--- src/design/atc_pkg.sv ---
// Shared types and constants for the affine transform composer.
// Holds the number format, the payload structs, the command classes and the CORDIC tables.
// No dependencies.
package atc_pkg;

  localparam int WORD_WIDTH = 32;
  localparam int FRAC_BITS  = 16;

  typedef logic signed [WORD_WIDTH-1:0] word_t;

  localparam word_t ONE = word_t'(64'sd1 <<< FRAC_BITS);
  localparam word_t WMAX = {1'b0, {(WORD_WIDTH-1){1'b1}}};
  localparam word_t WMIN = {1'b1, {(WORD_WIDTH-1){1'b0}}};

  // input op codes
  localparam logic [2:0] OP_SCALE     = 3'd0;
  localparam logic [2:0] OP_ROT_X     = 3'd1;
  localparam logic [2:0] OP_ROT_Y     = 3'd2;
  localparam logic [2:0] OP_ROT_Z     = 3'd3;
  localparam logic [2:0] OP_TRANSLATE = 3'd4;
  localparam logic [2:0] OP_POINT     = 3'd5;
  localparam logic [2:0] OP_NORMAL    = 3'd6;

  typedef struct packed {
    logic [2:0]         op;
    logic signed [31:0] coord_x;
    logic signed [31:0] coord_y;
    logic signed [31:0] coord_z;
    logic signed [31:0] angle_deg;
  } atc_in_t;

  typedef struct packed {
    logic signed [31:0] out_x;
    logic signed [31:0] out_y;
    logic signed [31:0] out_z;
  } atc_out_t;

  typedef enum logic [2:0] {
    CMD_SCALE,
    CMD_ROT_X,
    CMD_ROT_Y,
    CMD_ROT_Z,
    CMD_TRANSLATE,
    CMD_POINT,
    CMD_NORMAL
  } atc_cmd_e;

  typedef struct packed {
    atc_cmd_e cmd;
    word_t    vx;
    word_t    vy;
    word_t    vz;
    word_t    angle;
  } atc_cmd_t;

  localparam int CMD_DEPTH = 4;
  localparam int CMD_PTR_W = $clog2(CMD_DEPTH);

  typedef enum logic [2:0] {
    ST_IDLE,
    ST_TRIG,
    ST_MAC,
    ST_COMMIT,
    ST_OUT
  } atc_state_e;

  typedef enum logic [1:0] {
    RUN_FULL,
    RUN_ROT,
    RUN_VEC
  } atc_run_e;

  typedef enum logic [2:0] {
    CS_IDLE,
    CS_REDUCE,
    CS_QUAD,
    CS_ROTATE,
    CS_FINISH
  } atc_cordic_e;

  // CORDIC constants
  localparam int CORDIC_FRAC  = 30;
  localparam int CORDIC_STEPS = 30;
  localparam int CORDIC_W     = 34;
  localparam int ANGLE_W      = 39;
  localparam logic signed [CORDIC_W-1:0] CORDIC_GAIN = 34'sd652032874;
  localparam longint unsigned NANO_ONE = 64'd1000000000;

  // atan(2^-i) in degrees, scaled by 1e9
  localparam longint unsigned ATAN_NANO [CORDIC_STEPS] = '{
    64'd45000000000, 64'd26565051177, 64'd14036243468, 64'd7125016349,
    64'd3576334375, 64'd1789910608, 64'd895173710, 64'd447614171,
    64'd223810500, 64'd111905677, 64'd55952892, 64'd27976453,
    64'd13988227, 64'd6994114, 64'd3497057, 64'd1748528,
    64'd874264, 64'd437132, 64'd218566, 64'd109283,
    64'd54642, 64'd27321, 64'd13660, 64'd6830,
    64'd3415, 64'd1708, 64'd854, 64'd427,
    64'd213, 64'd107
  };

  // angle reduction, all at FRAC_BITS fraction bits
  localparam int RED_W = 34;
  localparam logic [RED_W-1:0] FULL_TURN   = RED_W'(64'd360 << FRAC_BITS);
  localparam logic [RED_W-1:0] TURN_OFFSET = RED_W'((64'd360 << FRAC_BITS) * 64'd92);
  localparam int RED_STEPS = 9;
  localparam int REM_W = 25;
  localparam logic [REM_W-1:0] QUARTER = REM_W'(64'd90 << FRAC_BITS);

endpackage

--- src/design/atc_back.sv ---
// Back end of the affine transform composer: holds both matrices and runs
// composes and vector transforms on one shared multiply-accumulate pipe. Uses atc_pkg.
module atc_back import atc_pkg::*; (
  input  logic     clk_i,
  input  logic     rst_ni,
  input  logic     cmd_valid_i,
  input  atc_cmd_t cmd_i,
  output logic     cmd_take_o,
  output logic     trig_start_o,
  output word_t    trig_angle_o,
  input  logic     trig_done_i,
  input  word_t    trig_sin_i,
  input  word_t    trig_cos_i,
  output logic     empty_o,
  input  logic     pop_i,
  output atc_out_t out_data_o
);

  atc_state_e state_q, state_d;
  atc_run_e   run_q;
  atc_cmd_t   cmd_q;
  word_t      sin_q, cos_q;
  word_t      m_q [3][4];
  word_t      r_q [3][3];
  word_t      t_q [3][4];
  word_t      res_q [3];
  logic       iss_q;
  logic [1:0] ii_q, jj_q, kk_q;
  // multiply stage
  logic       pv_q, neg_q, first_q, last_q, final_q;
  logic [1:0] di_q, dj_q;
  logic [63:0] prod_q;
  word_t      base_q, acc_q;
  atc_out_t   out_q;
  logic       out_valid_q;

  logic       take, start_run, commit, load_out, done_b;
  atc_run_e   next_run;
  word_t      vv [3];

  assign vv[0] = cmd_q.vx;
  assign vv[1] = cmd_q.vy;
  assign vv[2] = cmd_q.vz;

  function automatic word_t coef(atc_cmd_e cmd, word_t v0, word_t v1, word_t v2,
                                 word_t s, word_t c, logic [1:0] row, logic [1:0] col);
    word_t val;
    word_t vr;
    vr  = (row == 2'd0) ? v0 : ((row == 2'd1) ? v1 : v2);
    val = (row == col) ? ONE : '0;
    case (cmd)
      CMD_SCALE:     if (row == col) val = vr;
      CMD_TRANSLATE: if (col == 2'd3) val = vr;
      CMD_ROT_X: begin
        if (row == 2'd1 && col == 2'd1) val = c;
        if (row == 2'd1 && col == 2'd2) val = -s;
        if (row == 2'd2 && col == 2'd1) val = s;
        if (row == 2'd2 && col == 2'd2) val = c;
      end
      CMD_ROT_Y: begin
        if (row == 2'd0 && col == 2'd0) val = c;
        if (row == 2'd0 && col == 2'd2) val = s;
        if (row == 2'd2 && col == 2'd0) val = -s;
        if (row == 2'd2 && col == 2'd2) val = c;
      end
      CMD_ROT_Z: begin
        if (row == 2'd0 && col == 2'd0) val = c;
        if (row == 2'd0 && col == 2'd1) val = -s;
        if (row == 2'd1 && col == 2'd0) val = s;
        if (row == 2'd1 && col == 2'd1) val = c;
      end
      default: ;
    endcase
    return val;
  endfunction

  // issue: operand select and multiply
  word_t       op_a, op_b, base;
  logic [1:0]  jmax;
  logic        k_end, j_end, i_end;
  logic [31:0] mag_a, mag_b;

  always_comb begin
    base = '0;
    case (run_q)
      RUN_FULL: begin
        op_a = coef(cmd_q.cmd, vv[0], vv[1], vv[2], sin_q, cos_q, ii_q, kk_q);
        op_b = m_q[kk_q][jj_q];
        if (jj_q == 2'd3) base = coef(cmd_q.cmd, vv[0], vv[1], vv[2], sin_q, cos_q, ii_q, 2'd3);
        jmax = 2'd3;
      end
      RUN_ROT: begin
        op_a = coef(cmd_q.cmd, vv[0], vv[1], vv[2], sin_q, cos_q, ii_q, kk_q);
        op_b = r_q[kk_q][jj_q[1:0] == 2'd3 ? 2'd2 : jj_q];
        jmax = 2'd2;
      end
      default: begin
        op_b = vv[kk_q];
        if (cmd_q.cmd == CMD_POINT) begin
          op_a = m_q[ii_q][kk_q];
          base = m_q[ii_q][3];
        end else begin
          op_a = r_q[ii_q][kk_q];
        end
        jmax = 2'd0;
      end
    endcase
    mag_a = op_a[WORD_WIDTH-1] ? 32'(-op_a) : 32'(op_a);
    mag_b = op_b[WORD_WIDTH-1] ? 32'(-op_b) : 32'(op_b);
    k_end = (kk_q == 2'd2);
    j_end = (jj_q == jmax);
    i_end = (ii_q == 2'd2);
  end

  // accumulate: round, saturate, saturating add
  logic [64:0] rnd;
  logic [48:0] shv, lim;
  word_t       pw, addend;
  logic signed [WORD_WIDTH:0] sum;
  word_t       sum_sat;

  always_comb begin
    rnd = {1'b0, prod_q} + 65'(1 << (FRAC_BITS - 1));
    shv = rnd[64:FRAC_BITS];
    lim = neg_q ? 49'h80000000 : 49'h7fffffff;
    if (shv > lim) pw = neg_q ? WMIN : WMAX;
    else pw = neg_q ? -word_t'(shv[31:0]) : word_t'(shv[31:0]);
    addend = first_q ? base_q : acc_q;
    sum    = (WORD_WIDTH+1)'(addend) + (WORD_WIDTH+1)'(pw);
    if (sum[WORD_WIDTH] != sum[WORD_WIDTH-1]) sum_sat = sum[WORD_WIDTH] ? WMIN : WMAX;
    else sum_sat = sum[WORD_WIDTH-1:0];
    done_b = pv_q && last_q && final_q;
  end

  // next state
  always_comb begin
    state_d = state_q;
    case (state_q)
      ST_IDLE: begin
        if (cmd_valid_i) begin
          case (cmd_i.cmd)
            CMD_ROT_X, CMD_ROT_Y, CMD_ROT_Z: state_d = ST_TRIG;
            default:                         state_d = ST_MAC;
          endcase
        end
      end
      ST_TRIG:   if (trig_done_i) state_d = ST_MAC;
      ST_MAC:    if (done_b) state_d = (run_q == RUN_VEC) ? ST_OUT : ST_COMMIT;
      ST_COMMIT: begin
        if (run_q == RUN_FULL && (cmd_q.cmd == CMD_ROT_X || cmd_q.cmd == CMD_ROT_Y ||
                                  cmd_q.cmd == CMD_ROT_Z)) state_d = ST_MAC;
        else state_d = ST_IDLE;
      end
      ST_OUT:    if (!out_valid_q || pop_i) state_d = ST_IDLE;
      default:   state_d = ST_IDLE;
    endcase
  end

  // control outputs
  always_comb begin
    take         = 1'b0;
    trig_start_o = 1'b0;
    start_run    = 1'b0;
    commit       = 1'b0;
    load_out     = 1'b0;
    next_run     = run_q;
    case (state_q)
      ST_IDLE: begin
        take = cmd_valid_i;
        if (cmd_valid_i) begin
          case (cmd_i.cmd)
            CMD_ROT_X, CMD_ROT_Y, CMD_ROT_Z: trig_start_o = 1'b1;
            CMD_POINT, CMD_NORMAL: begin start_run = 1'b1; next_run = RUN_VEC; end
            default:               begin start_run = 1'b1; next_run = RUN_FULL; end
          endcase
        end
      end
      ST_TRIG: if (trig_done_i) begin start_run = 1'b1; next_run = RUN_FULL; end
      ST_COMMIT: begin
        commit = 1'b1;
        if (state_d == ST_MAC) begin start_run = 1'b1; next_run = RUN_ROT; end
      end
      ST_OUT: load_out = !out_valid_q || pop_i;
      default: ;
    endcase
  end

  assign cmd_take_o   = take;
  assign trig_angle_o = cmd_i.angle;
  assign empty_o      = !out_valid_q;
  assign out_data_o   = out_q;

  always_ff @(posedge clk_i or negedge rst_ni) begin
    if (!rst_ni) begin
      state_q     <= ST_IDLE;
      run_q       <= RUN_FULL;
      iss_q       <= 1'b0;
      pv_q        <= 1'b0;
      out_valid_q <= 1'b0;
      for (int i = 0; i < 3; i++) begin
        for (int j = 0; j < 4; j++) m_q[i][j] <= (i == j) ? ONE : '0;
        for (int j = 0; j < 3; j++) r_q[i][j] <= (i == j) ? ONE : '0;
      end
    end else begin
      state_q <= state_d;
      run_q   <= next_run;
      pv_q    <= iss_q;
      if (start_run) begin
        iss_q <= 1'b1;
      end else if (iss_q && k_end && j_end && i_end) begin
        iss_q <= 1'b0;
      end
      if (commit) begin
        for (int i = 0; i < 3; i++) begin
          if (run_q == RUN_FULL) begin
            for (int j = 0; j < 4; j++) m_q[i][j] <= t_q[i][j];
          end else begin
            for (int j = 0; j < 3; j++) r_q[i][j] <= t_q[i][j];
          end
        end
      end
      out_valid_q <= load_out || (out_valid_q && !pop_i);
    end
  end

  always_ff @(posedge clk_i) begin
    if (take) cmd_q <= cmd_i;
    if (state_q == ST_TRIG && trig_done_i) begin
      sin_q <= trig_sin_i;
      cos_q <= trig_cos_i;
    end
    // advance issue counters k, then j, then i
    if (start_run) begin
      ii_q <= '0; jj_q <= '0; kk_q <= '0;
    end else if (iss_q) begin
      if (!k_end) begin
        kk_q <= kk_q + 1'b1;
      end else begin
        kk_q <= '0;
        if (!j_end) begin
          jj_q <= jj_q + 1'b1;
        end else begin
          jj_q <= '0;
          ii_q <= ii_q + 1'b1;
        end
      end
    end
    prod_q  <= 64'(mag_a) * 64'(mag_b);
    neg_q   <= op_a[WORD_WIDTH-1] ^ op_b[WORD_WIDTH-1];
    first_q <= (kk_q == 2'd0);
    last_q  <= k_end;
    final_q <= k_end && j_end && i_end;
    di_q    <= ii_q;
    dj_q    <= jj_q;
    base_q  <= base;
    if (pv_q) begin
      acc_q <= sum_sat;
      if (last_q) begin
        if (run_q == RUN_VEC) res_q[di_q] <= sum_sat;
        else t_q[di_q][dj_q] <= sum_sat;
      end
    end
    if (load_out) begin
      out_q.out_x <= res_q[0];
      out_q.out_y <= res_q[1];
      out_q.out_z <= res_q[2];
    end
  end

endmodule

--- config.mk ---
export PLATFORM = sky130hd
export DESIGN_NAME = atc_back
export DESIGN_NICKNAME = d
export VERILOG_FILES = /design/src/design/atc_pkg.sv /design/src/design/atc_back.sv
export SDC_FILE = /design/constraint.sdc
export NUM_CORES = 2
export LEC_CHECK = 0
export BUFFER_PORTS_ARGS = -buffer_cell sky130_fd_sc_hd__buf_2
export CORE_MARGIN = 2
export CORE_UTILIZATION = 45
export DETAILED_ROUTE_END_ITERATION = 12
export PLACE_DENSITY = 0.62
export SETUP_SLACK_MARGIN = 0.4
export SYNTH_ARGS = -nofsm -noshare
export SYNTH_HDL_FRONTEND = slang
export SYNTH_SLANG_ARGS = --single-unit
--- constraint.sdc ---
create_clock -name clk_i -period 14.8 [get_ports clk_i]
set_clock_uncertainty 0.2 [all_clocks]
set_input_delay 4.44 -clock clk_i [delete_from_list [all_inputs] [get_ports clk_i]]
set_output_delay 4.44 -clock clk_i [all_outputs]
set_load 0.005 [all_outputs]
Word level (Yosys, flattened, before mapping):

Memory sizes are Yosys's and may differ from the RTL's. A register that Yosys moved wholly into a read port is not among the register bits.
Index checks and enable logic that the tools add are counted.

* multiplexer cells: 102
* $lt $le $gt $ge: 7
* add/subtract/negate cells: 9
* $mul: 1
* reduce and logical (&&, ||, !) cells: 41
* bitwise logic cells: 7
* eq/ne operators: 31

Operators by type and width (number)
* 2-to-1 mux 32 bit: 40
* 2-to-1 mux 128 bit: 5
* binary-select mux 128 bit (select 2 bit): 2
* binary-select mux 96 bit (select 2 bit): 2
* 2-to-1 mux 96 bit: 4
* binary-select mux 32 bit (select 2 bit): 5
* case mux 32 bit (2 select lines): 3
* case mux 32 bit (5 select lines): 1
* negator 32 bit: 4
* adder 64 x 16 -> 65 bit (second input constant): 1
* demux 32 bit (select 2 bit): 1
* multiplier 32 x 32 -> 64 bit: 1
* greater-than comparator 49 x 32 -> 1 bit: 1
* 2-to-1 mux 17 bit: 2
* adder 32 x 32 -> 33 bit: 1
* equality test 3 x 2 -> 1 bit (second input constant): 7
* logical AND 1 bit: 20
* 2-to-1 mux 1 bit: 19
* 2-to-1 mux 2 bit: 8
* equality test 3 bit (second input constant): 5
* >= comparator 3 bit (second input constant): 5
* 2-to-1 mux 3 bit: 5
* NOT 2 -> 3 bit: 5
* case mux 3 bit (5 select lines): 1
* 24 further kinds: 50

* memories kept: 2
* register bits after elaboration: 985
* memory bits (writable): 480

Memories
* t_q: depth 3, bits a word 128, read ports 3, clocked after memory_dff 0, wr ports 1, line atc_back.sv:25 `word_t t_q [3][4];`
* res_q: depth 3, bits a word 32, read ports 3, clocked after memory_dff 3, wr ports 1, line atc_back.sv:26 `word_t res_q [3];`

Longest topological paths before layout:

* depth after elaboration: 12
* depth in mapped cells: 53
* depth with buffers taken out: 43

Worst setup path before layout:

Ideal clock, no wire load.

* path type: register to register
* start point: register ii_q[1]
* end point: register prod_q[59]
* library setup time: 114 ps
* buffers on the path: 10
* data required time: 14486 ps
* stages on the path, launching flop included: 50
* clock period less this slack: 12251 ps
* setup slack: 2549 ps
* data arrival time: 11937 ps
* path through: dfxtp_1 > clkbuf_1 > inv_1 > clkbuf_1 > clkbuf_1 > clkbuf_1 > ha_1 > clkbuf_1 > buf_1 > buf_2 > buf_1 > mux2i_1 > nor2_1 > a21oi_1 > nor3_1 > a211o_1 > inv_1 > ha_1 > [14 not listed] > fa_1 > fa_1 > fa_1 > inv_1 > fa_1 > inv_1 > ha_1 > clkbuf_1 > a21oi_1 > o21ai_0 > o21bai_1 > a21o_1 > a21oi_1 > o21ai_0 > a21oi_1 > o21ai_1 > and4_1 > a2111oi_0

* cells in the longest elaborated chain, start to end: 12
* elaborated cells between the ends (all ways): 48
* those cells by class: add/sub (1); mul (1); eq/ne (3); mux (32); bitwise (1); reduce/logical (10)

Ends and longest elaborated chain
* start, declared: line atc_back.sv:28 `logic [1:0] ii_q, jj_q, kk_q;`
* start signal, assigned: line atc_back.sv:244 `ii_q <= ii_q + 1'b1;`
* NOT 2 -> 3 bit (implied by the code): line atc_back.sv:100, atc_back.sv:103
* binary-select mux 96 bit (select 2 bit) / binary-select mux 128 bit (select 2 bit) (equally long branches): line atc_back.sv:103, atc_back.sv:100
* 2-to-1 mux 96 bit (implied by the code) / 2-to-1 mux 128 bit (equally long branches) (2 in series)
* binary-select mux 32 bit (select 2 bit), on equally long branches: line atc_back.sv:103, atc_back.sv:100
* 2-to-1 mux 32 bit, on equally long branches (2 in series): line atc_back.sv:103, atc_back.sv:100
* 2-to-1 mux 32 bit: line atc_back.sv:99 `if (cmd_q.cmd == CMD_POINT) begin`
* 2-to-1 mux 32 bit *
* negator 32 bit: line atc_back.sv:108 `mag_a = op_a[WORD_WIDTH-1] ? 32'(-op_a) : 32'(op_a);`
* 2-to-1 mux 32 bit *: line atc_back.sv:108
* multiplier 32 x 32 -> 64 bit *: line atc_back.sv:248 `prod_q <= 64'(mag_a) * 64'(mag_b);`
* end signal, assigned: line atc_back.sv:248
* end, declared: line atc_back.sv:32 `logic [63:0] prod_q;`

Mark *: on every way between the ends. The rest lies on a longest branch, timed or not. The select of a mux whose other input is x is not followed.
A chain may end at the register's enable or synchronous reset.

Final worst setup path:

* start point: register ii_q[0]
* end point: register prod_q[52]

The elaborated chain is that of the path after synthesis.

==> metrics <==
min cycle time layout=14.20 ns; cell type of the slowest stage on the worst timing path=sky130_fd_sc_hd__o311ai_0; post-route ant nets=0; post-detailed-route DRC marker count=0; Filler Cells Inserted=21800; vias in the first global route=84900; global-route wire length before repair=584 mm; DPL Wire Length=291 mm; dominant cell type by count on the critical path=sky130_fd_sc_hd__fa_1; total routed wirelength=401 mm; input/output buffers=266; required arrival time at the worst endpoint=15.37 ns; unrepaired setup endpoints after global routing=no; TritonCTS clock tree=yes; core box area=243000 um^2; Final Net Count=11600; Row Count=181; max-cap violation count=0; startpoint type of the worst setup path=flop; critical register-to-register path startpoint=ii_q[0]$_SDFFE_PP0P_; Hold Path Cell Cnt=0; number of clock sinks=1546; Crit path largest cell delay=1.07 ns; transition at the pin with the smallest max-transition slack=1.35 ns; synth unique cells=105; startpoint of the lowest-slack hold path=res_q[2][14]$_DFFE_PP_; worst hold path endpoint=out_data_o[14]$_DFFE_PP_; end of the worst register-to-register path=prod_q[52]$_DFF_P_; insertion delay of the later-clocked pin in the worst-skew pair=0.85 ns; YS warnings=0; number of DRC violations after detailed-routing iteration 0=9117; Min-Delay Path Class=reg2reg; die outline width=498 um; critical-path maximum fanout=36; Arr. time, crit path=14.76 ns; average wire per standard cell=29.7 um; H-tree levels=4; Register-to-Register Path Depth=36; I/O pin total=331; setup TNS=0 ns; CTS max path bufs=3; final-report setup violation count=0; achievable clock frequency=0.0704 GHz; classification of the worst setup path=reg2reg; category of the worst setup path capture point=flop; clock transition time at the flip-flop clock pins of the worst setup and hold paths=0.06 ns; flip-flop cell with the highest count after synthesis=sky130_fd_sc_hd__edfxtp_1; syn nets=11500; global placer's final weighted congestion=1.01; number of detailed-routing iterations run before antenna repair=7; initial antenna violation count=34; crit share post-route=95.9%; Final Hold Viols=0; area of the mapped netlist=110000 um^2; P&R area growth vs syn=9.93%; run status=finished, final reports clean; mean instance size in the synthesized netlist=10.9 um^2; number of flip-flops and latches in the synthesized netlist=1546; FFs w/ async S/R, synth=44.0%; ratio of cells with drive above 1 in the final layout=18.5%; worst-case register-to-register setup slack=0.60 ns; total number of vias=82400; worst slew slack as a fraction of its limit=9.89%; pin count of the biggest net entering global routing=170; gr usage total=32.1%; vias per std cell=6.11; die outline area=248000 um^2; y dimension of the die=498 um; starting utilization of the core area=45.2%; Slew Viols, Final=0; Syn Inst Count=10100; number of enable flip-flop cells after synthesis=771; post-synthesis sequential area ratio=38.4%; TritonCTS Buffers=160; buffer type at the clock tree root=sky130_fd_sc_hd__clkbuf_16; overflow left after global routing=0
per-layer routing:
layer | part of all wire, % | GRT usage (%) | up-vias
met5 | 0.042 | 0 | -
met4 | 7.1 | 19.0 | 24
met3 | 9.5 | 8.12 | 1169
met2 | 46 | 50.9 | 4196
met1 | 38 | 39.7 | 42100
li1 | - | - | 34900
kinds of logic (layout without fill, tap and decap cells):
kind of cell,after synthesis,in the layout,synth area share [%]
xor gates and xnor gates,216,216,1.78
and+or+nand+nor,2266,2266,9.59
adders and majority gates,1240,1240,20.3
muxes,1256,1256,12.7
DFF,1546,1546,38.4
buffers and inverters,1755,1958,6.63
other,0,12,0
AOI/OAI and AO/OA,1800,1800,10.7
state kept, by name, summed over array words and instances (netlist names), 3 cells and up:
register    cells
out_data_o     96
state_q         3
r_q           288
m_q           384
prod_q         49
cmd_q          99
acc_q          32
res_q          96
t_q           384
sin_q          32
base_q         32
cos_q          32
Yosys cell counts (125+ instances only):
cell | count | area share, %
sky130_fd_sc_hd__inv_1 | 1037 | 3.5
sky130_fd_sc_hd__fa_1 | 896 | 16
sky130_fd_sc_hd__mux2_2 | 826 | 8.5
sky130_fd_sc_hd__nand2_1 | 778 | 2.7
sky130_fd_sc_hd__edfxtp_1 | 771 | 21
sky130_fd_sc_hd__nor2_1 | 694 | 2.4
sky130_fd_sc_hd__dfrtp_1 | 674 | 15
sky130_fd_sc_hd__a21oi_1 | 455 | 2.1
sky130_fd_sc_hd__o21ai_0 | 443 | 2.0
sky130_fd_sc_hd__clkbuf_1 | 439 | 1.5
sky130_fd_sc_hd__mux2i_1 | 401 | 3.7
sky130_fd_sc_hd__ha_1 | 335 | 3.8
sky130_fd_sc_hd__nand3_1 | 131 | 0.60
sky130_fd_sc_hd__xnor2_1 | 125 | 1.0
critical path, delay by kind of cell (launching register included):
family | cells | cell delay, ns
AO/OA/AOI/OAI | 9 | 3.54
XOR/XNOR | 2 | 0.96
flip-flops | 1 | 0.51
AND/OR/NAND/NOR | 7 | 1.94
buffers and inverters | 8 | 1.66
adder cells (fa/ha/maj) | 10 | 5.25
metrics by stage:
stage          cells  setup WS, ns  hold WS (ns)  utilization, %  instance area, um^2
2_1_floorplan  10100          2.55         0.171               -               110000
3_3_place_gp   13200         0.807         0.201            47.5               115000
3_5_place_dp   13200         0.708         0.205            47.5               115000
4_1_cts        13500         0.670         0.210            49.6               120000
5_1_grt        13500         0.489         0.221            49.7               121000
6_report       13500         0.604         0.207            49.7               121000
placed cells by master, fill, tap and decap left out, drive strengths merged, types with 75 or more instances in the layout:
cell type,count
inv,1049
fa,896
mux2,829
nand2,778
edfxtp,771
nor2,694
dfrtp,674
buf,615
a21oi,455
o21ai,455
mux2i,401
ha,335
clkbuf,216
nand3,131
xnor2,131
and2,119
a22oi,100
nand2b,96
dfxtp,95
xor2,85
o22ai,84
nor3,75
area by class of cell:
| cell class | count | area [um^2] | share of cell area [%] |
|---|---|---|---|
| Timing Repair Buffer | 615 | 4190 | 3.48 |
| Inverter | 1044 | 3930 | 3.26 |
| Sequential cell | 1546 | 42100 | 34.9 |
| Antenna cell | 12 | 30.0 | 0.0249 |
| Clock buffer | 216 | 4480 | 3.72 |
| Tap cell | 3202 | 4010 | 3.32 |
| Clock inverter | 83 | 742 | 0.615 |
| Multi-Input combinational cell | 6778 | 61100 | 50.7 |
repair_timing:
item,4_1_cts,5_1_grt
hold buffers,0,0
setup buffers,0,0
setup endpoints to repair,0,8
hold endpoints to repair,0,0
gates resized for setup,0,3
worst max path at each step:
| stage | start | end | slack (ns) | cells past startpoint |
|---|---|---|---|---|
| 2_1_floorplan | ii_q[1]$_SDFFE_PP0P_ | prod_q[59]$_DFF_P_ | 2.55 | 49 |
| 3_3_place_gp | ii_q[0]$_SDFFE_PP0P_ | prod_q[58]$_DFF_P_ | 0.81 | 39 |
| 3_5_place_dp | ii_q[0]$_SDFFE_PP0P_ | prod_q[58]$_DFF_P_ | 0.71 | 37 |
| 4_1_cts | ii_q[0]$_SDFFE_PP0P_ | prod_q[58]$_DFF_P_ | 0.67 | 37 |
| 5_1_grt | ii_q[0]$_SDFFE_PP0P_ | prod_q[52]$_DFF_P_ | 0.49 | 36 |
| 6_report | ii_q[0]$_SDFFE_PP0P_ | prod_q[52]$_DFF_P_ | 0.60 | 36 |
Power is not shown: default switching activity piles up to over one toggle a cycle in this logic, so the estimate is an artifact.
