<file path="config.mk">
export PLATFORM = sky130hd
export DESIGN_NAME = atc_front
export DESIGN_NICKNAME = d
export VERILOG_FILES = /design/src/design/atc_pkg.sv /design/src/design/atc_front.sv
export SDC_FILE = /design/constraint.sdc
export NUM_CORES = 1
export LEC_CHECK = 0
export ABC_AREA = 1
export ABC_CLOCK_PERIOD_IN_PS = 11400
export BUFFER_PORTS_ARGS = -buffer_cell sky130_fd_sc_hd__buf_2
export CAP_MARGIN = 20
export CORE_MARGIN = 2
export CORE_UTILIZATION = 55
export CTS_CLUSTER_SIZE = 30
export DETAILED_ROUTE_END_ITERATION = 8
export PLACE_DENSITY = 0.77
export SKIP_CTS_REPAIR_TIMING = 1
export SLEW_MARGIN = 5
export SYNTH_ARGS = -nofsm -noshare
export SYNTH_HDL_FRONTEND = slang
export SYNTH_SLANG_ARGS = --single-unit
export TNS_END_PERCENT = 5
</file>
<file path="constraint.sdc">
create_clock -name clk_i -period 11.4 [get_ports clk_i]
set_input_delay 0.57 -clock clk_i [delete_from_list [all_inputs] [get_ports clk_i]]
set_output_delay 0.57 -clock clk_i [all_outputs]
set_load 0.005 [all_outputs]
</file>
<file path="src/design/atc_pkg.sv">
// Shared types and constants for the affine transform composer.
// Holds the number format, the payload structs, the command classes and the CORDIC tables.
// No dependencies.
package atc_pkg;

  localparam int WORD_WIDTH = 32;
  localparam int FRAC_BITS  = 16;

  typedef logic signed [WORD_WIDTH-1:0] word_t;

  localparam word_t ONE = word_t'(64'sd1 <<< FRAC_BITS);
  localparam word_t WMAX = {1'b0, {(WORD_WIDTH-1){1'b1}}};
  localparam word_t WMIN = {1'b1, {(WORD_WIDTH-1){1'b0}}};

  // input op codes
  localparam logic [2:0] OP_SCALE     = 3'd0;
  localparam logic [2:0] OP_ROT_X     = 3'd1;
  localparam logic [2:0] OP_ROT_Y     = 3'd2;
  localparam logic [2:0] OP_ROT_Z     = 3'd3;
  localparam logic [2:0] OP_TRANSLATE = 3'd4;
  localparam logic [2:0] OP_POINT     = 3'd5;
  localparam logic [2:0] OP_NORMAL    = 3'd6;

  typedef struct packed {
    logic [2:0]         op;
    logic signed [31:0] coord_x;
    logic signed [31:0] coord_y;
    logic signed [31:0] coord_z;
    logic signed [31:0] angle_deg;
  } atc_in_t;

  typedef struct packed {
    logic signed [31:0] out_x;
    logic signed [31:0] out_y;
    logic signed [31:0] out_z;
  } atc_out_t;

  typedef enum logic [2:0] {
    CMD_SCALE,
    CMD_ROT_X,
    CMD_ROT_Y,
    CMD_ROT_Z,
    CMD_TRANSLATE,
    CMD_POINT,
    CMD_NORMAL
  } atc_cmd_e;

  typedef struct packed {
    atc_cmd_e cmd;
    word_t    vx;
    word_t    vy;
    word_t    vz;
    word_t    angle;
  } atc_cmd_t;

  localparam int CMD_DEPTH = 4;
  localparam int CMD_PTR_W = $clog2(CMD_DEPTH);

  typedef enum logic [2:0] {
    ST_IDLE,
    ST_TRIG,
    ST_MAC,
    ST_COMMIT,
    ST_OUT
  } atc_state_e;

  typedef enum logic [1:0] {
    RUN_FULL,
    RUN_ROT,
    RUN_VEC
  } atc_run_e;

  typedef enum logic [2:0] {
    CS_IDLE,
    CS_REDUCE,
    CS_QUAD,
    CS_ROTATE,
    CS_FINISH
  } atc_cordic_e;

  // CORDIC constants
  localparam int CORDIC_FRAC  = 30;
  localparam int CORDIC_STEPS = 30;
  localparam int CORDIC_W     = 34;
  localparam int ANGLE_W      = 39;
  localparam logic signed [CORDIC_W-1:0] CORDIC_GAIN = 34'sd652032874;
  localparam longint unsigned NANO_ONE = 64'd1000000000;

  // atan(2^-i) in degrees, scaled by 1e9
  localparam longint unsigned ATAN_NANO [CORDIC_STEPS] = '{
    64'd45000000000, 64'd26565051177, 64'd14036243468, 64'd7125016349,
    64'd3576334375, 64'd1789910608, 64'd895173710, 64'd447614171,
    64'd223810500, 64'd111905677, 64'd55952892, 64'd27976453,
    64'd13988227, 64'd6994114, 64'd3497057, 64'd1748528,
    64'd874264, 64'd437132, 64'd218566, 64'd109283,
    64'd54642, 64'd27321, 64'd13660, 64'd6830,
    64'd3415, 64'd1708, 64'd854, 64'd427,
    64'd213, 64'd107
  };

  // angle reduction, all at FRAC_BITS fraction bits
  localparam int RED_W = 34;
  localparam logic [RED_W-1:0] FULL_TURN   = RED_W'(64'd360 << FRAC_BITS);
  localparam logic [RED_W-1:0] TURN_OFFSET = RED_W'((64'd360 << FRAC_BITS) * 64'd92);
  localparam int RED_STEPS = 9;
  localparam int REM_W = 25;
  localparam logic [REM_W-1:0] QUARTER = REM_W'(64'd90 << FRAC_BITS);

endpackage

</file>
<file path="src/design/atc_front.sv">
// Front end of the affine transform composer: accepts input transactions,
// classifies the op and queues commands for the back end. Uses atc_pkg.
module atc_front import atc_pkg::*; (
  input  logic     clk_i,
  input  logic     rst_ni,
  input  logic     push_i,
  output logic     full_o,
  input  atc_in_t  in_data_i,
  output logic     cmd_valid_o,
  output atc_cmd_t cmd_o,
  input  logic     cmd_take_i
);

  atc_cmd_t               mem_q [CMD_DEPTH];
  logic [CMD_PTR_W-1:0]   wr_q, rd_q;
  logic [CMD_PTR_W:0]     cnt_q;
  logic                   acc, keep, take;
  atc_cmd_t               item;

  assign full_o      = (cnt_q == (CMD_PTR_W+1)'(CMD_DEPTH));
  assign cmd_valid_o = (cnt_q != '0);
  assign cmd_o       = mem_q[rd_q];
  assign acc         = push_i && !full_o;
  assign take        = cmd_take_i && cmd_valid_o;

  always_comb begin
    item.vx    = in_data_i.coord_x;
    item.vy    = in_data_i.coord_y;
    item.vz    = in_data_i.coord_z;
    item.angle = in_data_i.angle_deg;
    item.cmd   = CMD_SCALE;
    keep       = 1'b1;
    case (in_data_i.op)
      OP_SCALE:     item.cmd = CMD_SCALE;
      OP_ROT_X:     item.cmd = CMD_ROT_X;
      OP_ROT_Y:     item.cmd = CMD_ROT_Y;
      OP_ROT_Z:     item.cmd = CMD_ROT_Z;
      OP_TRANSLATE: item.cmd = CMD_TRANSLATE;
      OP_POINT:     item.cmd = CMD_POINT;
      OP_NORMAL:    item.cmd = CMD_NORMAL;
      default:      keep = 1'b0; // undefined op: drop
    endcase
  end

  always_ff @(posedge clk_i) begin
    if (acc && keep) begin
      mem_q[wr_q] <= item;
    end
  end

  always_ff @(posedge clk_i or negedge rst_ni) begin
    if (!rst_ni) begin
      wr_q  <= '0;
      rd_q  <= '0;
      cnt_q <= '0;
    end else begin
      if (acc && keep) wr_q <= wr_q + 1'b1;
      if (take) rd_q <= rd_q + 1'b1;
      cnt_q <= cnt_q + (CMD_PTR_W+1)'(acc && keep) - (CMD_PTR_W+1)'(take);
    end
  end

endmodule

</file>
==> Word level (Yosys, flattened, before mapping) <==
Memories as Yosys holds them, arrays and structs flattened.
Cells that the tools add are included.
{ "word_totals": {"ff_bits": 7, "ramBits": 524, "inputBits": 135, "out_inout_bits": 133, "elab_cells": 26, "n_memories": 1} }
{ "op_classes": {"n_addsub": 4, "n_eq_ne": 7, "n_mux": 4, "reduce_logical": 7} }
{ "mem_list": {"columns": ["name", "depth", "width", "rd", "rd_ports_with_merged_regs", "wr", "line_no", "text"], "rows": [
  ["mem_q", 4, 131, 1, 0, 1, "atc_front.sv:14", "atc_cmd_t mem_q [CMD_DEPTH];"]
]} }
{ "op_table": {"columns": ["cell", "n"], "rows": [
  ["3-bit one-hot mux with 6 select lines", 1],
  ["3-bit == test, second input constant", 4],
  ["7-bit OR reduction", 1],
  ["3-bit by 2-bit == test with 1-bit output, second input constant", 2],
  ["2-bit by 1-bit adder with 2-bit output, second input constant", 2],
  ["3-bit by 1-bit adder with 3-bit output", 1],
  ["3-bit by 1-bit == test with 1-bit output, second input constant", 1],
  ["1-bit logical AND", 3],
  ["3-bit zero test", 1],
  ["1-bit 2-to-1 mux", 3],
  ["3-bit nonzero test", 1],
  ["3-bit by 1-bit subtractor with 3-bit output", 1],
  ["1-bit zero test", 1]
]} }

==> Depth between registers and ports, before layout <==
Gate-level depths: netlist (run 1).
{ "logic_depth": {"depth_word": 6, "ltp_mapped": 9, "ltp_nobuf": 9} }

==> Least setup slack after synthesis (run 1) <==
Ideal clock, no wire load.
{ "synth_path": {"kind": "input to register", "from": "in in_data_i[128] (netlist bit)", "to": "mem mem_q[0][0] (netlist bit) (enable)", "setup_ns": 0.623, "arrival_ns": 6.355, "t_required_ns": 10.777, "setup_slack_ns": 4.421, "cell_stages": 3, "path_buffers": 0, "cell_sequence": "nand3_1 nand3_1 nor2_1"} }
{ "synth_between": {"elab_chain_len": 6, "word_cells_on_any_way": 12, "classes_between": "eq/ne: 6; mux: 3; reduce/logical: 3"} }
{ "synth_lines": {"columns": ["element", "line_no", "text"], "rows": [
  ["from (decl)", "atc_front.sv:8", "input atc_in_t in_data_i,"],
  ["3-bit == test, or another cell as far along", "atc_front.sv:33", "case (in_data_i.op)"],
  ["7-bit OR reduction (no line) (*)", null, null],
  ["1-bit 2-to-1 mux (*)", "atc_front.sv:33", null],
  ["1-bit logical AND (*)", "atc_front.sv:46", "if (acc && keep) begin"],
  ["1-bit 2-to-1 mux (*)", "atc_front.sv:46", null],
  ["1-bit 2-to-1 mux (not written as such) (*)", "atc_front.sv:47", "mem_q[wr_q] <= item;"],
  ["to (decl)", "atc_front.sv:14", null]
]} }
Mark *: on every way between the ends. The rest lies on a longest branch, timed or not.

==> metrics, run 1 <==
IO Pins=268; die height=195 um; cell accounting for the most synthesized area=edfxtp_1; Post-Synth Simple-Gate Area=7.91%; RD Place Congestion=0.768; relative slew slack=31.4%; antenna-violating nets left=0; most frequent cells in the layout=edfxtp_1, nor2_1, buf_2, o21ai_1, o21ai_0; layout cells sized above 1=20.4%; die area=38100 sq um; distinct cell type count after synthesis=18; grt ovf=0; post-synthesis sequential area ratio=79.1%; core box area=36300 sq um; clk root buf=clkbuf_16; # setup viols final=0; clk_skew=0.0170 ns; DRT Wirelength=40400 um; first-pass GRT wire length=62600 um; clock sink total=531; Synth Area in Compound Gates=9.89%; largest net degree at the start of global routing=140; number of synthesis warnings=0; Cell Area, Synth=20100 sq um; antenna violations before repair=8; vias in the first global route=12100; area delta synth->final=16.2%; final hold violations=0; Clk pwr share=26.5%; critical path capture point type=output port; largest family of logic cells by synthesized area=compound AO/OA/AOI/OAI gates; Final nets=1849; Post-Synthesis Cells=1457; DR iter-0 viols=951; placed cells=2119; setup TNS=0 ns; clk_lat worst skew=0.58 ns; Worst Path Max Fanout=80; Yosys reg bits=531; Clock Tree Buf Depth=3; Site Rows=70; CTS clock-pin slew for the worst setup and hold paths=0.06 ns; DR vias/cell=5.46; Crit path largest cell delay=0.73 ns; adder-cell share of the synthesized area=0.473%; mux contribution to synthesized area=0%; Total Routing Usage GR=21.1%; drt pass-1 iters=5; Critical Path AT=3.44 ns; total power=6.03 mW; TritonCTS buffer count=52; Pwr per Cell Area=258 nW/um^2; startpoint types=flop; post-route insts no fill=2222; RSZ-0062 raised after global routing=no; die span in x=195 um; Peak supply drop=0.186 mV; Final min period=4.01 ns; post-detailed-placement half-perimeter wirelength=22200 um; Starting Density=55.3%; Synth Area in XOR/XNOR=0.0435%; power share of the combinational group=30.3%; routed vias=12100; Flop pwr share=43.3%; max cap viols=0; Pint=4.05 mW; CTS tree=done; most common cell after layout, fill and taps aside=edfxtp_1; critical path class=reg2out; Leakage Power=8.22 nW; status=completed; top post-synthesis cells by area=edfxtp_1, nor2_1, o21ai_1; Switching Share=32.8%; final slew viol count=0; HP Class=in2reg; Mean Syn Cell Area=13.8 sq um; Worst Max-Slew Pin Slew=1.03 ns; input/output buffers=267; Critical-path top delay cell=buf_4; number of remaining DRC errors=0; fmax=250 MHz; Synth top area share=78.2%; wire length per cell=18.2 um; Critical Path, Cell by Cell=buf_4 > buf_4 > nor2_1 > nor2_1 > o21ai_0 > o21ai_1 > buf_2; H-tree depth=2; Layout Utilization=64.3%; WP data required=10.83 ns; Psw=1.98 mW; crit share post-route=35.1%; Syn Nets=1599
==> sequential cells by signal, summed over array words and instances, names as in the netlist <==
name	count
mem_q	524
cnt_q	3
rd_q	2
wr_q	2
==> per-stage QoR <==
step           worst slack (ns)  hold slack [ns]  cell area [sq um]
4_1_cts                    7.13           -0.219              23300
2_1_floorplan              4.42            0.274              20100
3_3_place_gp               7.92            0.415              21700
3_5_place_dp               7.80            0.414              21700
5_1_grt                    7.14            0.172              23400
6_report                   7.39            0.199              23400
==> path summary, 6_finish.rpt <==
kind | from | end | slack, ns | depth (start not counted)
worst max-delay path | rd_q[0] | cmd_o[67] | 7.39 | 7
worst min-delay path | in_data_i[19] | mem_q[0][19] | 0.20 | 1
worst max register to register | cnt_q[1] | mem_q[3][76] | 8.35 | 5
worst min register to register | cnt_q[0] | cnt_q[0] | 0.53 | 1
max in group asynchronous | rst_ni | rd_q[0] | 10.85 | 2
min in group asynchronous | rst_ni | wr_q[0] | 0.37 | 2
==> cells by family after synthesis <==
logic type                 after synthesis
xor gates and xnor gates                 1
AOI/OAI and AO/OA                      396
buffers and inverters                  101
adders and majority gates                7
and+or+nand+nor                        421
DFF                                    531
==> power groups by stage <==
stage / clock, mW / sequential [mW] / combinational [mW]
final: 1.60 / 2.61 / 1.83
after CTS: 1.63 / 2.61 / 1.84
after floorplan: 0 / 2.68 / 1.15
after global routing: 1.70 / 2.64 / 2.05
after detailed placement: 0 / 2.65 / 1.83
after global placement: 0 / 2.64 / 1.78
==> synth_stat cells <==
master and number:
edfxtp_1 524, nor2_1 398, o21ai_1 202, o21ai_0 191, clkbuf_1 39, buf_2 31, nand2_1 17, inv_1 12
buf_6 10, buf_4 7, dfrtp_1 7, ha_1 6, nand3_1 4, a21boi_0 3, inv_2 2, nand4_1 2
fa_1 1, xnor2_1 1
==> critical path, delay by kind of cell, from the launching register on <==
family | cells | cell delay (ns)
flops | 1 | 0.65
compound gates | 2 | 0.25
simple gates | 2 | 0.23
buf+inv | 3 | 1.57
==> cell type report <==
class / count / area (sq um)
Sequential cell: 531 / 15900
Multi-Input combinational cell: 825 / 3710
Timing Repair Buffer: 283 / 1480
Fill cell: 2577 / 13000
Antenna cell: 6 / 15.0
Tap cell: 468 / 586
Inverter: 14 / 62.6
Clock inverter: 27 / 211
Clock buffer: 68 / 1380
==> routing by layer <==
layer | up-vias | share of wire (%) | global-route usage (%)
li1 | 5795 | - | -
met1 | 5893 | 40 | 26.2
met2 | 362 | 51 | 36.3
met3 | 71 | 6.0 | 4.11
met4 | 4 | 2.8 | 9.50
met5 | - | 0.072 | 0
(Power assumes the default switching activity.)
==> run 2: changes to the inputs <==
--- a/config.mk
+++ b/config.mk
@@ -6,14 +6,14 @@
 export NUM_CORES = 1
 export LEC_CHECK = 0
 export ABC_AREA = 1
-export ABC_CLOCK_PERIOD_IN_PS = 11400
+export ABC_CLOCK_PERIOD_IN_PS = 3300
 export BUFFER_PORTS_ARGS = -buffer_cell sky130_fd_sc_hd__buf_2
 export CAP_MARGIN = 20
 export CORE_MARGIN = 2
-export CORE_UTILIZATION = 55
+export CORE_UTILIZATION = 52
 export CTS_CLUSTER_SIZE = 30
 export DETAILED_ROUTE_END_ITERATION = 8
-export PLACE_DENSITY = 0.77
+export PLACE_DENSITY = 0.76
 export SKIP_CTS_REPAIR_TIMING = 1
 export SLEW_MARGIN = 5
 export SYNTH_ARGS = -nofsm -noshare
==> constraint.sdc (replaced) <==
create_clock -name clk_i -period 3.3 [get_ports clk_i]
set_input_delay 0.165 -clock clk_i [delete_from_list [all_inputs] [get_ports clk_i]]
set_output_delay 0.165 -clock clk_i [all_outputs]
set_load 0.005 [all_outputs]
==> run 2 against run 1 <==
Net effect: routed wire length up 5.8%; combinational power increased to 3.7 times the previous value; sequential cell count is the same; critical path type unchanged; critical endpoint is now cmd_o[114]; highest routed layer is now met4.
==> metrics, run 2 (same netlist as run 1, synthesis figures left out) <==
biggest regs=mem_q x524, cnt_q x3; clk_lat worst skew=0.57 ns; first-pass GRT wire length=63400 um; Clk pwr share=26.3%; CTS clock-pin slew for the worst setup and hold paths=0.06 ns; routed vias=12800; DR vias/cell=5.32; M1 GR Usage=26.3%; input/output buffers=267; relative slew slack=39.2%; area delta synth->final=23.7%; Psw=6.96 mW; power share of the combinational group=31.5%; crit share post-route=81.9%; largest net degree at the start of global routing=183; r2r endpoint=cnt_q[2]; Critical Path, Cell by Cell=inv_6 > buf_4 > nor2_1 > o21ai_0 > o21ai_1 > buf_2; Critical Path Source=rd_q[1]; HP Class=in2reg; fmax=370 MHz; Largest register FFs=524; H-tree depth=2; core box area=38400 sq um; clock sink total=531; vias in the first global route=12000; routing usage on met2=32.3%; RR Startpoint=cnt_q[1]; Final min period=2.70 ns; Leakage Power=8.83 nW; critical path class=reg2out; grt ovf=0; TritonCTS buffer count=52; Total Routing Usage GR=19.9%; Critical-path top delay cell=inv_6; DR iter-0 viols=1030; die span in x=201 um; die area=40300 sq um; dpl cell area=21900 sq um; setup TNS=0 ns; Setup crit end=cmd_o[114]; most frequent cells in the layout=edfxtp_1, nor2_1, buf_2, o21ai_1, o21ai_0; GRT Max-Usage Layer=met2; Switching Share=32.8%; WP data required=3.13 ns; Clock Tree Buf Depth=3; status=completed; Pwr per Cell Area=853 nW/um^2; Peak supply drop=0.736 mV; Flop pwr share=42.2%; DRT Wirelength=42700 um; clk root buf=clkbuf_16; Worst Path Max Fanout=93; wire length per cell=17.8 um; dpl ws=0.980 ns; RD Place Congestion=0.762; most common cell after layout, fill and taps aside=edfxtp_1; antenna violations before repair=2; IO Pins=268; worst setup slack after layout=0.597 ns; antenna-violating nets left=0; final slew viol count=0; post-detailed-placement half-perimeter wirelength=22400 um; Site Rows=72; startpoint types=flop; CTS tree=done; Top reg by flops=mem_q; layout cells sized above 1=19.3%; max cap viols=0; die height=201 um; Final nets=1982; final hold violations=0; Final Cell Area=24900 sq um; R2R cell count=8; Starting Density=52.4%; Critical Path AT=2.54 ns; RSZ-0062 raised after global routing=no; clk_skew=0.0139 ns; critical path capture point type=output port; GRT met3 Usage=4.92%; Crit path largest cell delay=0.51 ns; drt pass-1 iters=7; Pint=14.3 mW; # setup viols final=0; setup slack, reg-to-reg=1.01 ns; Worst Max-Slew Pin Slew=0.912 ns; number of remaining DRC errors=0
-- run 2: cell count changes in the layout (fill, tap and decap cells not counted), moves of 2 or more --
cell,delta
diode_2,-4
buf_12,+11
clkinv_1,+2
clkbuf_1,-6
dlygate4sd3_1,+131
clkinv_2,+3
buf_4,-8
-- run 2: worst min-delay path by stage --
stage / from / end / cells after the start
6_report: in_data_i[130] / mem_q[1][129] / 2
5_1_grt: in_data_i[128] / mem_q[1][129] / 2
4_1_cts: rst_ni / rd_q[1] / 1
3_5_place_dp: rst_ni / rd_q[1] / 1
3_3_place_gp: rst_ni / rd_q[1] / 1
2_1_floorplan: rst_ni / cnt_q[0] / 0
-- run 2: power by group through the flow --
stage	Sequential (mW)	Clock [mW]	Combinational, mW
3_5_place_dp	9.09	0	6.57
6_report	8.96	5.58	6.68
3_3_place_gp	9.05	0	6.40
5_1_grt	9.05	5.97	7.46
4_1_cts	8.95	5.68	6.60
2_1_floorplan	9.15	0	3.99
-- run 2: area by class of cell --
class,count,area (sq um)
Antenna cell,2,5.00
Sequential cell,531,15900
Inverter,14,62.6
Clock buffer,62,1360
Clock inverter,32,253
Multi-Input combinational cell,825,3710
Timing Repair Buffer,416,2920
Fill cell,2706,13500
Tap cell,518,648
-- run 2: metrics by stage --
stage	hold WS (ns)	utilization, %	cells	total power [mW]
2_1_floorplan	-0.131	-	1457	13.1
3_3_place_gp	0.0107	57.2	2172	15.4
3_5_place_dp	0.0112	57.2	2172	15.7
4_1_cts	-0.608	61.4	2266	21.2
5_1_grt	0.0724	64.8	2400	22.5
6_report	0.0600	64.8	2400	21.2
-- run 2: routing by layer --
| metal | up-vias | wire [um] |
|---|---|---|
| met4 | 0 | 985 |
| li1 | 6051 | - |
| met1 | 6194 | 17300 |
| met3 | 76 | 2960 |
| met2 | 440 | 21500 |
| met5 | - | 0 |
-- run 2: critical path: cells and delay by family (launching register included) --
kind | cells | cell delay [ns]
AOI/OAI and AO/OA | 2 | 0.27
and+or+nand+nor | 1 | 0.12
buffers and inverters | 3 | 1.12
DFF | 1 | 0.43
==> run 3: changes to the inputs <==
--- a/config.mk
+++ b/config.mk
@@ -6,14 +6,14 @@
 export NUM_CORES = 1
 export LEC_CHECK = 0
 export ABC_AREA = 1
-export ABC_CLOCK_PERIOD_IN_PS = 3300
+export ABC_CLOCK_PERIOD_IN_PS = 2700
 export BUFFER_PORTS_ARGS = -buffer_cell sky130_fd_sc_hd__buf_2
 export CAP_MARGIN = 20
 export CORE_MARGIN = 2
-export CORE_UTILIZATION = 52
+export CORE_UTILIZATION = 55
 export CTS_CLUSTER_SIZE = 30
 export DETAILED_ROUTE_END_ITERATION = 8
-export PLACE_DENSITY = 0.76
+export PLACE_DENSITY = 0.77
 export SKIP_CTS_REPAIR_TIMING = 1
 export SLEW_MARGIN = 5
 export SYNTH_ARGS = -nofsm -noshare
==> constraint.sdc (replaced) <==
create_clock -name clk_i -period 2.7 [get_ports clk_i]
set_input_delay 0.135 -clock clk_i [delete_from_list [all_inputs] [get_ports clk_i]]
set_output_delay 0.135 -clock clk_i [all_outputs]
set_load 0.005 [all_outputs]
==> run 3 against run 2 <==
Net effect: final cell count is 1.5% lower; highest routed layer unchanged; register-to-register slack got worse by 0.32 ns; largest power group unchanged; sequential power rose by 23%; combinational power grew 26%.
==> metrics, run 3 (same netlist as run 1, synthesis figures left out) <==
GRT met3 Usage=4.16%; drt pass-1 iters=6; routed vias=12800; clk_lat worst skew=0.58 ns; # setup viols final=0; largest net degree at the start of global routing=135; final hold violations=0; first-pass GRT wire length=61800 um; CTS tree=done; clk root buf=clkbuf_16; Final min period=2.50 ns; antenna-violating nets left=0; Critical Path, Cell by Cell=buf_16 > nor2_1 > nor2_1 > o21ai_0 > o21ai_1 > buf_2; Critical Path AT=2.36 ns; GRT Max-Usage Layer=met2; antenna violations before repair=2; WP data required=2.57 ns; critical path class=reg2out; crit-path most repeated cell=nor2_1; relative slew slack=52.4%; Worst Path Max Fanout=134; critical path capture point type=output port; IO Pins=268; post-route insts no fill=2363; Critical-path top delay cell=dfrtp_4; RSZ-0062 raised after global routing=no; die area=38100 sq um; DRT Wirelength=43100 um; H-tree depth=2; most frequent cells in the layout=edfxtp_1, nor2_1, buf_2, o21ai_1, o21ai_0; core box area=36300 sq um; die span in x=195 um; area delta synth->final=25.0%; Crit path largest cell delay=0.62 ns; TritonCTS buffer count=52; Leakage Power=8.97 nW; post-detailed-placement half-perimeter wirelength=23000 um; top cell family by delay on the critical path=flip-flops; grt ovf=0; CP bufs+invs=2; number of remaining DRC errors=0; input/output buffers=267; Largest register FFs=524; crit share post-route=92.5%; routing usage on met2=35.2%; biggest regs=mem_q x524, cnt_q x3; Layout Utilization=69.1%; dpl cell area=22100 sq um; Worst Max-Slew Pin Slew=0.707 ns; Pwr per Cell Area=1060 nW/um^2; Final Cell Area=25100 sq um; DR iter-0 viols=1023; Hold WS=0.0324 ns; Site Rows=70; M1 GR Usage=27.0%; die height=195 um; RD Place Congestion=0.769; HP Class=in2reg; Clock Tree Buf Depth=3; vias in the first global route=11700; CTS clock-pin slew for the worst setup and hold paths=0.06 ns; most common cell after layout, fill and taps aside=edfxtp_1; status=completed; clock sink total=531; Total Routing Usage GR=20.9%; placed cells=2134; max cap viols=0; final slew viol count=0; DR vias/cell=5.43; Top reg by flops=mem_q; setup TNS=0 ns; startpoint types=flop; clk_skew=0.0209 ns; Final nets=1994; layout cells sized above 1=20.1%; wire length per cell=18.2 um; Starting Density=55.3%; Peak supply drop=0.794 mV; fmax=400 MHz
==> run 3: per-stage QoR <==
stage               power [mW]  setup slack, ns
floorplan                 16.0           -0.371
global placement          19.1            0.723
detailed placement        19.3            0.711
CTS                       26.6            0.165
global route              28.1           0.0318
finish                    26.7            0.202
==> run 3: routing by layer <==
layer / wire [um] / up-vias
met5: 0 / -
met2: 22100 / 491
li1: - / 6084
met1: 17000 / 6178
met3: 2790 / 76
met4: 1140 / 0
==> run 3: path summary, 6_finish.rpt <==
check / from / endpoint / slack (ns) / cells past startpoint
max reg2reg: cnt_q[1] / cnt_q[2] / 0.69 / 9
min reg2reg: cnt_q[0] / cnt_q[0] / 0.51 / 1
max in group asynchronous: rst_ni / rd_q[0] / 1.89 / 3
max: rd_q[0] / cmd_o[85] / 0.20 / 6
min in group asynchronous: rst_ni / rd_q[0] / 0.52 / 3
min: in_data_i[130] / mem_q[1][129] / 0.03 / 2
==> run 3: layout make-up <==
cell class / count / area (sq um)
clock buffer: 68 / 1430
clock inverter: 27 / 308
antenna: 2 / 5.00
fill: 2295 / 11200
tap: 468 / 586
multi-input combinational: 825 / 3730
sequential: 531 / 15900
timing repair buffer: 428 / 3100
inverter: 14 / 62.6
==> run 3: report_power, final <==
group,leakage (nW),switching [mW],internal (mW)
Combinational,3.25,5.40,3.00
Sequential,4.87,0.368,10.6
Clock,0.850,2.89,4.39
